$ cat src/hdl/kfg_pkg.sv
// ----------------------------------------------------------------------------
// Kuwahara filter package
// Shared widths, register indexes, controller states and the command and
// status bundles that pass between the controller and the datapath.
// ----------------------------------------------------------------------------
package kfg_pkg;

    localparam int PIX_W      = 8;
    localparam int IMG_W_W    = 11;
    localparam int ROW_W      = 13;
    localparam int HALF_W     = 3;
    localparam int CFG_IDX_W  = 2;
    localparam int CFG_DATA_W = 13;

    // Arithmetic widths for a quadrant of at most 8 by 8 pixels.
    localparam int SPAN_W     = 4;
    localparam int N_W        = 7;
    localparam int NN_W       = 13;
    localparam int SUM_W      = 14;
    localparam int SQ_W       = 22;
    localparam int T2_W       = 28;
    localparam int D_W        = 29;
    localparam int X_W        = 42;
    localparam int DIV_CNT_W  = 4;

    localparam logic [CFG_IDX_W-1:0] CFG_IMAGE_WIDTH  = 2'd0;
    localparam logic [CFG_IDX_W-1:0] CFG_IMAGE_HEIGHT = 2'd1;
    localparam logic [CFG_IDX_W-1:0] CFG_HALF_KERNEL  = 2'd2;

    localparam logic [IMG_W_W-1:0] RST_IMAGE_WIDTH  = 11'd640;
    localparam logic [ROW_W-1:0]   RST_IMAGE_HEIGHT = 13'd480;
    localparam logic [HALF_W-1:0]  RST_HALF_KERNEL  = 3'd2;

    typedef enum logic [3:0] {
        ST_IDLE,
        ST_DECIDE,
        ST_INIT,
        ST_SCAN,
        ST_SCAN_WAIT,
        ST_CMP_MUL,
        ST_CMP_CROSS,
        ST_CMP_PICK,
        ST_DIV_LOAD,
        ST_DIV,
        ST_OUT
    } t_state;

    typedef struct packed {
        logic cfg_we;
        logic capture;
        logic decide;
        logic init;
        logic scan;
        logic cmp_mul;
        logic cmp_cross;
        logic cmp_pick;
        logic div_load;
        logic div_step;
        logic out_load;
    } t_cmd;

    typedef struct packed {
        logic emit;
        logic scan_last;
        logic q_last;
        logic div_last;
        logic out_free;
    } t_stat;

endpackage

$ cat src/hdl/kfg_ctrl.sv
// ----------------------------------------------------------------------------
// Kuwahara filter controller
// Sequences one transaction through decide, window scan, quadrant compare,
// division and output load.
// ----------------------------------------------------------------------------
module kfg_ctrl (
    input  logic          i_clk,
    input  logic          i_rst_n,
    input  logic          i_in_valid,
    input  logic          i_cfg_valid,
    input  kfg_pkg::t_stat i_stat,
    output logic          o_in_stall,
    output logic          o_cfg_ready,
    output kfg_pkg::t_cmd o_cmd
);

    kfg_pkg::t_state r_state;
    kfg_pkg::t_state n_state;

    always_ff @(posedge i_clk) begin
        if (!i_rst_n) begin
            r_state <= kfg_pkg::ST_IDLE;
        end else begin
            r_state <= n_state;
        end
    end

    always_comb begin
        n_state = r_state;
        case (r_state)
            kfg_pkg::ST_IDLE: begin
                if (i_in_valid && !i_cfg_valid) begin
                    n_state = kfg_pkg::ST_DECIDE;
                end
            end
            kfg_pkg::ST_DECIDE: begin
                n_state = i_stat.emit ? kfg_pkg::ST_INIT : kfg_pkg::ST_IDLE;
            end
            kfg_pkg::ST_INIT:      n_state = kfg_pkg::ST_SCAN;
            kfg_pkg::ST_SCAN: begin
                if (i_stat.scan_last) begin
                    n_state = kfg_pkg::ST_SCAN_WAIT;
                end
            end
            kfg_pkg::ST_SCAN_WAIT: n_state = kfg_pkg::ST_CMP_MUL;
            kfg_pkg::ST_CMP_MUL:   n_state = kfg_pkg::ST_CMP_CROSS;
            kfg_pkg::ST_CMP_CROSS: n_state = kfg_pkg::ST_CMP_PICK;
            kfg_pkg::ST_CMP_PICK: begin
                n_state = i_stat.q_last ? kfg_pkg::ST_DIV_LOAD : kfg_pkg::ST_CMP_MUL;
            end
            kfg_pkg::ST_DIV_LOAD:  n_state = kfg_pkg::ST_DIV;
            kfg_pkg::ST_DIV: begin
                if (i_stat.div_last) begin
                    n_state = kfg_pkg::ST_OUT;
                end
            end
            kfg_pkg::ST_OUT: begin
                if (i_stat.out_free) begin
                    n_state = kfg_pkg::ST_IDLE;
                end
            end
            default: n_state = kfg_pkg::ST_IDLE;
        endcase
    end

    always_comb begin
        o_cmd       = '0;
        o_in_stall  = 1'b1;
        o_cfg_ready = 1'b0;
        case (r_state)
            kfg_pkg::ST_IDLE: begin
                o_cfg_ready    = 1'b1;
                o_in_stall     = i_cfg_valid;
                o_cmd.cfg_we   = i_cfg_valid;
                o_cmd.capture  = i_in_valid && !i_cfg_valid;
            end
            kfg_pkg::ST_DECIDE:    o_cmd.decide    = 1'b1;
            kfg_pkg::ST_INIT:      o_cmd.init      = 1'b1;
            kfg_pkg::ST_SCAN:      o_cmd.scan      = 1'b1;
            kfg_pkg::ST_CMP_MUL:   o_cmd.cmp_mul   = 1'b1;
            kfg_pkg::ST_CMP_CROSS: o_cmd.cmp_cross = 1'b1;
            kfg_pkg::ST_CMP_PICK:  o_cmd.cmp_pick  = 1'b1;
            kfg_pkg::ST_DIV_LOAD:  o_cmd.div_load  = 1'b1;
            kfg_pkg::ST_DIV:       o_cmd.div_step  = 1'b1;
            kfg_pkg::ST_OUT:       o_cmd.out_load  = i_stat.out_free;
            default: o_cmd = '0;
        endcase
    end

endmodule

$ cat config.mk
export PLATFORM = sky130hd
export DESIGN_NAME = kfg_ctrl
export DESIGN_NICKNAME = d
export VERILOG_FILES = /design/src/hdl/kfg_pkg.sv /design/src/hdl/kfg_ctrl.sv
export SDC_FILE = /design/constraint.sdc
export NUM_CORES = 1
export LEC_CHECK = 0
export ABC_AREA = 1
export BUFFER_PORTS_ARGS = -buffer_cell sky130_fd_sc_hd__buf_4
export CAP_MARGIN = 20
export CELL_PAD_IN_SITES_DETAIL_PLACEMENT = 1
export CELL_PAD_IN_SITES_GLOBAL_PLACEMENT = 1
export CORE_MARGIN = 3
export CORE_UTILIZATION = 28
export DETAILED_ROUTE_END_ITERATION = 6
export PLACE_DENSITY_LB_ADDON = 0.1
export SYNTH_ARGS = -nofsm -noshare
export SYNTH_HDL_FRONTEND = slang
export SYNTH_SLANG_ARGS = --single-unit
$ cat constraint.sdc
create_clock -name i_clk -period 2.34 [get_ports i_clk]
set_clock_uncertainty 0.2 [all_clocks]
set_input_delay 0.117 -clock i_clk [delete_from_list [all_inputs] [get_ports i_clk]]
set_output_delay 0.117 -clock i_clk [all_outputs]
set_load 0.02 [all_outputs]
==> results of run 1 <==
==> where the power goes <==
part	internal, mW	switching (mW)	leakage, nW
combinational	0.0599	0.0866	0.317
sequential	0.0740	0.0115	0.0325
clock	0.0569	0.0217	0.0138
==> layer usage <==
layer / vias to the layer above / global-route usage
met1: 213 / 0.166
met3: 0 / 0.0319
met4: 0 / 0.0351
li1: 275 / -
met5: - / 0
met2: 11 / 0.212
==> worst max-delay path, cell delays in order, from the launching register on <==
cell	delay [ns]
dfxtp_1	0.35
nor2_2	0.24
inv_2	0.07
nor2_2	0.16
inv_2	0.05
nor2_1	0.08
buf_4	0.14
==> synthesized netlist by cell type (all sizes together) <==
master,count,area [um^2]
inv,19,71.3
o21ai,4,20.0
a21oi,4,20.0
nand2,15,71.3
o211ai,2,15.0
buf,1,11.3
dfxtp,4,80.1
nor3,2,10.0
nand3,6,40.0
nor2,17,83.8
==> logic make-up after synthesis <==
| group | after synthesis |
|---|---|
| flops | 4 |
| compound gates | 10 |
| simple gates | 40 |
| buf+inv | 20 |
==> metrics by stage <==
step | setup slack [ns] | area [um^2] | utilization | hold WS (ns) | power, mW
after floorplan | 0.787 | 423 | - | 0.0554 | 0.182
after detailed placement | 0.841 | 588 | 0.430 | 0.199 | 0.234
after CTS | 0.673 | 621 | 0.454 | 0.128 | 0.317
after global placement | 0.848 | 588 | 0.430 | 0.193 | 0.233
after global routing | 0.552 | 621 | 0.454 | 0.181 | 0.339
final | 0.696 | 621 | 0.454 | 0.126 | 0.311
==> worst paths after layout <==
kind                            from                 endpoint  slack [ns]  cells after the start
max reg2reg  r_state[1]$_SDFFE_PN0P_  r_state[1]$_SDFFE_PN0P_        0.86                      6
min reg2reg  r_state[0]$_SDFFE_PN0P_  r_state[0]$_SDFFE_PN0P_        0.39                      2
min                        i_stat[4]  r_state[1]$_SDFFE_PN0P_        0.13                      5
max          r_state[2]$_SDFFE_PN0P_                o_cmd[10]        0.70                      6
==> final cells by class <==
type                       count  area [um^2]  area share
multi-input combinational     50          260       0.419
timing repair buffer          22          168       0.270
sequential                     4         80.1       0.129
inverter                      19         71.3       0.115
clock buffer                   3         22.5      0.0363
tap                           15         18.8      0.0302
==> what timing repair did <==
item | 4_1_cts | 5_1_grt
hold endpoints to repair | 4 | 0
resized for setup | 0 | 0
buffers inserted | 0 | 0
hold buffers | 1 | 0
==> impl_metrics.yaml, run 1 <==
final_layout:
  final_nets: 109
  syn_to_final_growth_pct: 46.7
  fin_cells: 113
  largest-register: "r_state"
  final_cell_mix: "21 x buf_4, 12 x inv_1, 11 x nand2_1, 11 x nor2_1, 7 x inv_2"
  largest_reg_flops: 4
  fill_cells: 197
  final_common_cell: "buf_4"
  reg_top3: "r_state: 4 flops"
  diodes: 0
  drive_gt1_frac: 0.439
logic_synthesis:
  synthCells: 74
  synth_top_family_by_area: "simple AND/OR/NAND/NOR gates"
  synth_area_um2: 423
  synth_warnings: 0
  syn_nets: 83
  synthXorXnorAreaFrac: 0
  synthAdderAreaFrac: 0
  synth_cell_types: 17
  synth-seq-cells: 4
  synth_seq_area_share: 0.189
  synth_mux_area_frac: 0
  synth_compound_area_frac: 0.130
  synth-simple-area-share: 0.485
  synth_area_per_cell_um2: 5.71
grt:
  grt_pass1_wl_um: 1970
  grt_pass1_vias: 483
  grt_max_degree: 11
  grtUsageTotal: 0.128
  antenna_found_initial: 0
  grt.overflow.total: 0
floorplan:
  core-area_um2: 1370
  initial_utilization: 0.310
  fp-row-count: 13
  die_w_um: 44.9
  boundaryPins: 22
  dieArea_um2: 2010
  die_h_um: 44.9
detailed_routing:
  first_pass_iters: 2
  avgRoutedWirePerCell_um: 10.2
  postRouteAntennaNets: 0
  wl_met3_um: 73
  vias: 499
  wirelength_um: 1150
  vias_per_cell: 4.42
  drcViolationCount: 0
  dr_wl_met2_um: 531
  first_iter_violations: 5
  wl_met1_um: 544
  dr.max_layer_used: "met3"
outcome:
  outcome: "finished, final reports clean"
clocking:
  clock_latency_ns: 0.22
  path_clk_slew_ns: 0.03
  cts.path.max_buffers: 2
  numCtsBuffers: 3
  cts_root_buffer: "clkbuf_4"
  htree_levels: 1
  cts_sinks: 4
  cts_tree: "done"
timing:
  max_freq_mhz: 608
  finalHoldViolations: 0
  period_share: 0.702
  min_period_ns: 1.64
  worstMarginPinSlew_ns: 0.383
  slew_violations: 0
  fin_setup_tns_ns: 0
  rsz0062_at_grt: "false"
  setup_viol: 0
  maxSlewHeadroom: 0.745
placed_design:
  io_buffers: 21
  place.gp.congestion: 0.735
  dp_hpwl_um: 1010
  placedCellCount: 109
setup_path:
  setup.worst_path.class: "reg -> out"
  start_kind: "register"
  cp_max_fo: 5
  end_kind: "output port"
  arrival_ns: 1.33
  crit_required_ns: 2.02
power_and_ir_drop:
  power.density_nw_per_um2: 501
  ir_drop_uv: 280
  leakage_nw: 0.364
hold_path:
  hold_path_class: "in -> reg"
run:
  drv_cap: 0
Note: power is estimated with default switching activity, not from simulation.
==> inputs of run 2 (changes only) <==
Settings changed: CORE_UTILIZATION 28 to 24.
Clock period 2.34 ns to 1.5 ns, I/O delays scaled along.
==> run 2 against run 1 <==
Effect of this change: via count is 12% higher; critical path depth is 1 higher; sequential share of layout area is 0.54 points lower; utilization is 0.50 points lower; wire length is 22% higher; sequential cell count stayed put; non-clock buffer count is 6 higher; register-to-register slack worse by 0.75 ns; first-iteration DRC count is 60% lower; clock power is 62% higher.
==> impl_metrics.yaml, run 2 (same netlist as run 1, synthesis figures left out) <==
setup_path:
  r2r-start: "r_state[1]$_SDFFE_PN0P_"
  cp_max_fo: 5
  reg2reg_to: "r_state[1]$_SDFFE_PN0P_"
  crit_required_ns: 1.22
  end_kind: "output port"
  cp-endpoint: "o_cmd[9]"
  arrival_ns: 1.19
  setup.worst_path.class: "reg -> out"
  start_kind: "register"
  cp-startpoint: "r_state[1]$_SDFFE_PN0P_"
  r2r_cells: 8
  r2r_slack_ns: 0.11
detailed_routing:
  wl_met3_um: 62
  postRouteAntennaNets: 0
  first_pass_iters: 2
  wl_met1_um: 614
  dr_wl_met2_um: 727
  drcViolationCount: 0
  dr.max_layer_used: "met3"
  vias: 559
  vias_per_cell: 4.66
  avgRoutedWirePerCell_um: 11.7
  first_iter_violations: 2
  wirelength_um: 1400
final_layout:
  final_cell_mix: "26 x buf_4, 11 x nand2_1, 11 x inv_1"
  final_common_cell: "buf_4"
  final_nets: 115
  diodes: 0
  syn_to_final_growth_pct: 67.5
  reg_top3: "r_state: 4 flops"
  design_area_um2: 708
  drive_gt1_frac: 0.548
  fin_cells: 120
  fill_cells: 222
  largest-register: "r_state"
  largest_reg_flops: 4
power_and_ir_drop:
  power_mw: 0.535
  power.density_nw_per_um2: 755
  ir_drop_uv: 460
  leakage_nw: 0.401
placed_design:
  placedCellCount: 111
  dp_hpwl_um: 1090
  post_dp_cell_area_um2: 597
  place.gp.congestion: 0.776
  io_buffers: 21
grt:
  antenna_found_initial: 0
  grt_pass1_wl_um: 2150
  grt_pass1_vias: 522
  grt.overflow.total: 0
  grtUsageTotal: 0.135
  grt_max_degree: 7
clocking:
  htree_levels: 1
  cts_root_buffer: "clkbuf_4"
  clock_latency_ns: 0.23
  numCtsBuffers: 3
  path_clk_slew_ns: 0.04
  cts.path.max_buffers: 2
  cts_sinks: 4
  cts_tree: "done"
timing:
  period_share: 0.975
  max_freq_mhz: 684
  rsz0062_at_grt: "true"
  finalHoldViolations: 0
  min_period_ns: 1.46
  hold_ws_ns: 0.0943
  setup_viol: 0
  maxSlewHeadroom: 0.846
  worstMarginPinSlew_ns: 0.229
  slew_violations: 0
floorplan:
  initial_utilization: 0.268
  die_w_um: 48.0
  fp-row-count: 14
  boundaryPins: 22
  die_h_um: 48.0
  core-area_um2: 1580
  dieArea_um2: 2300
outcome:
  outcome: "finished, final reports clean"
hold_path:
  min_from: "i_stat[4]"
  hold_path_class: "in -> reg"
run:
  drv_cap: 0
run 2: cell count changes in the layout (fill, tap and decap cells not counted), moves of 2 or more:
cell     change
dfxtp_2      +3
nor2_4       +4
nor2_1       -2
nor2_2       -2
dfxtp_1      -4
buf_4        +5
run 2: routing by layer:
| metal | up-vias | GRT usage |
|---|---|---|
| li1 | 287 | - |
| met5 | - | 0 |
| met2 | 12 | 0.232 |
| met1 | 260 | 0.158 |
| met3 | 0 | 0.0376 |
| met4 | 0 | 0.0484 |
run 2: stage by stage:
stage / worst slack (ns) / setup TNS (ns) / utilization
after floorplan: -0.0109 / -0.0217 / -
after global placement: 0.0648 / 0 / 0.379
after detailed placement: 0.0975 / 0 / 0.379
after CTS: 0.0140 / 0 / 0.433
after global routing: -0.0244 / -0.0477 / 0.449
final: 0.0372 / 0 / 0.449
run 2: cell type report:
class                           instances  area (um^2)  share of cell area
Multi-Input combinational cell         50          290               0.410
Timing Repair Buffer                   28          216               0.306
Sequential cell                         4         87.6               0.124
Inverter                               19         71.3               0.101
Clock buffer                            3         22.5              0.0318
Tap cell                               16         20.0              0.0283
run 2: where the power goes:
group          switching, mW  leakage [nW]  total (mW)  internal, mW
logic                  0.156         0.352       0.277         0.120
clock network         0.0381        0.0138       0.127        0.0890
registers             0.0157        0.0346       0.131         0.116
run 2: worst min path at each step:
| stage | to | slack [ns] | cells past startpoint |
|---|---|---|---|
| after detailed placement | r_state[2]$_SDFFE_PN0P_ | 0.16 | 3 |
| after global routing | r_state[1]$_SDFFE_PN0P_ | 0.09 | 5 |
| after floorplan | r_state[3]$_SDFFE_PN0P_ | 0.01 | 2 |
| final | r_state[1]$_SDFFE_PN0P_ | 0.09 | 5 |
| after CTS | r_state[1]$_SDFFE_PN0P_ | 0.09 | 5 |
| after global placement | r_state[0]$_SDFFE_PN0P_ | 0.16 | 3 |
run 2: what timing repair did:
item                                    CTS  global route
endpoints found under the setup margin    5            10
endpoints found under the hold margin     4             0
hold buffers                              1             0
cloned                                    0             0
setup buffers                             3             2
pin swaps                                 2             1
gates resized for setup                  10             4
run 2: critical path, cell delays in order, from the launching register on:
cell	delay [ns]
dfxtp_2	0.31
buf_6	0.13
nor2_4	0.09
inv_2	0.06
nor2_4	0.10
inv_2	0.05
nor2_1	0.08
buf_4	0.14
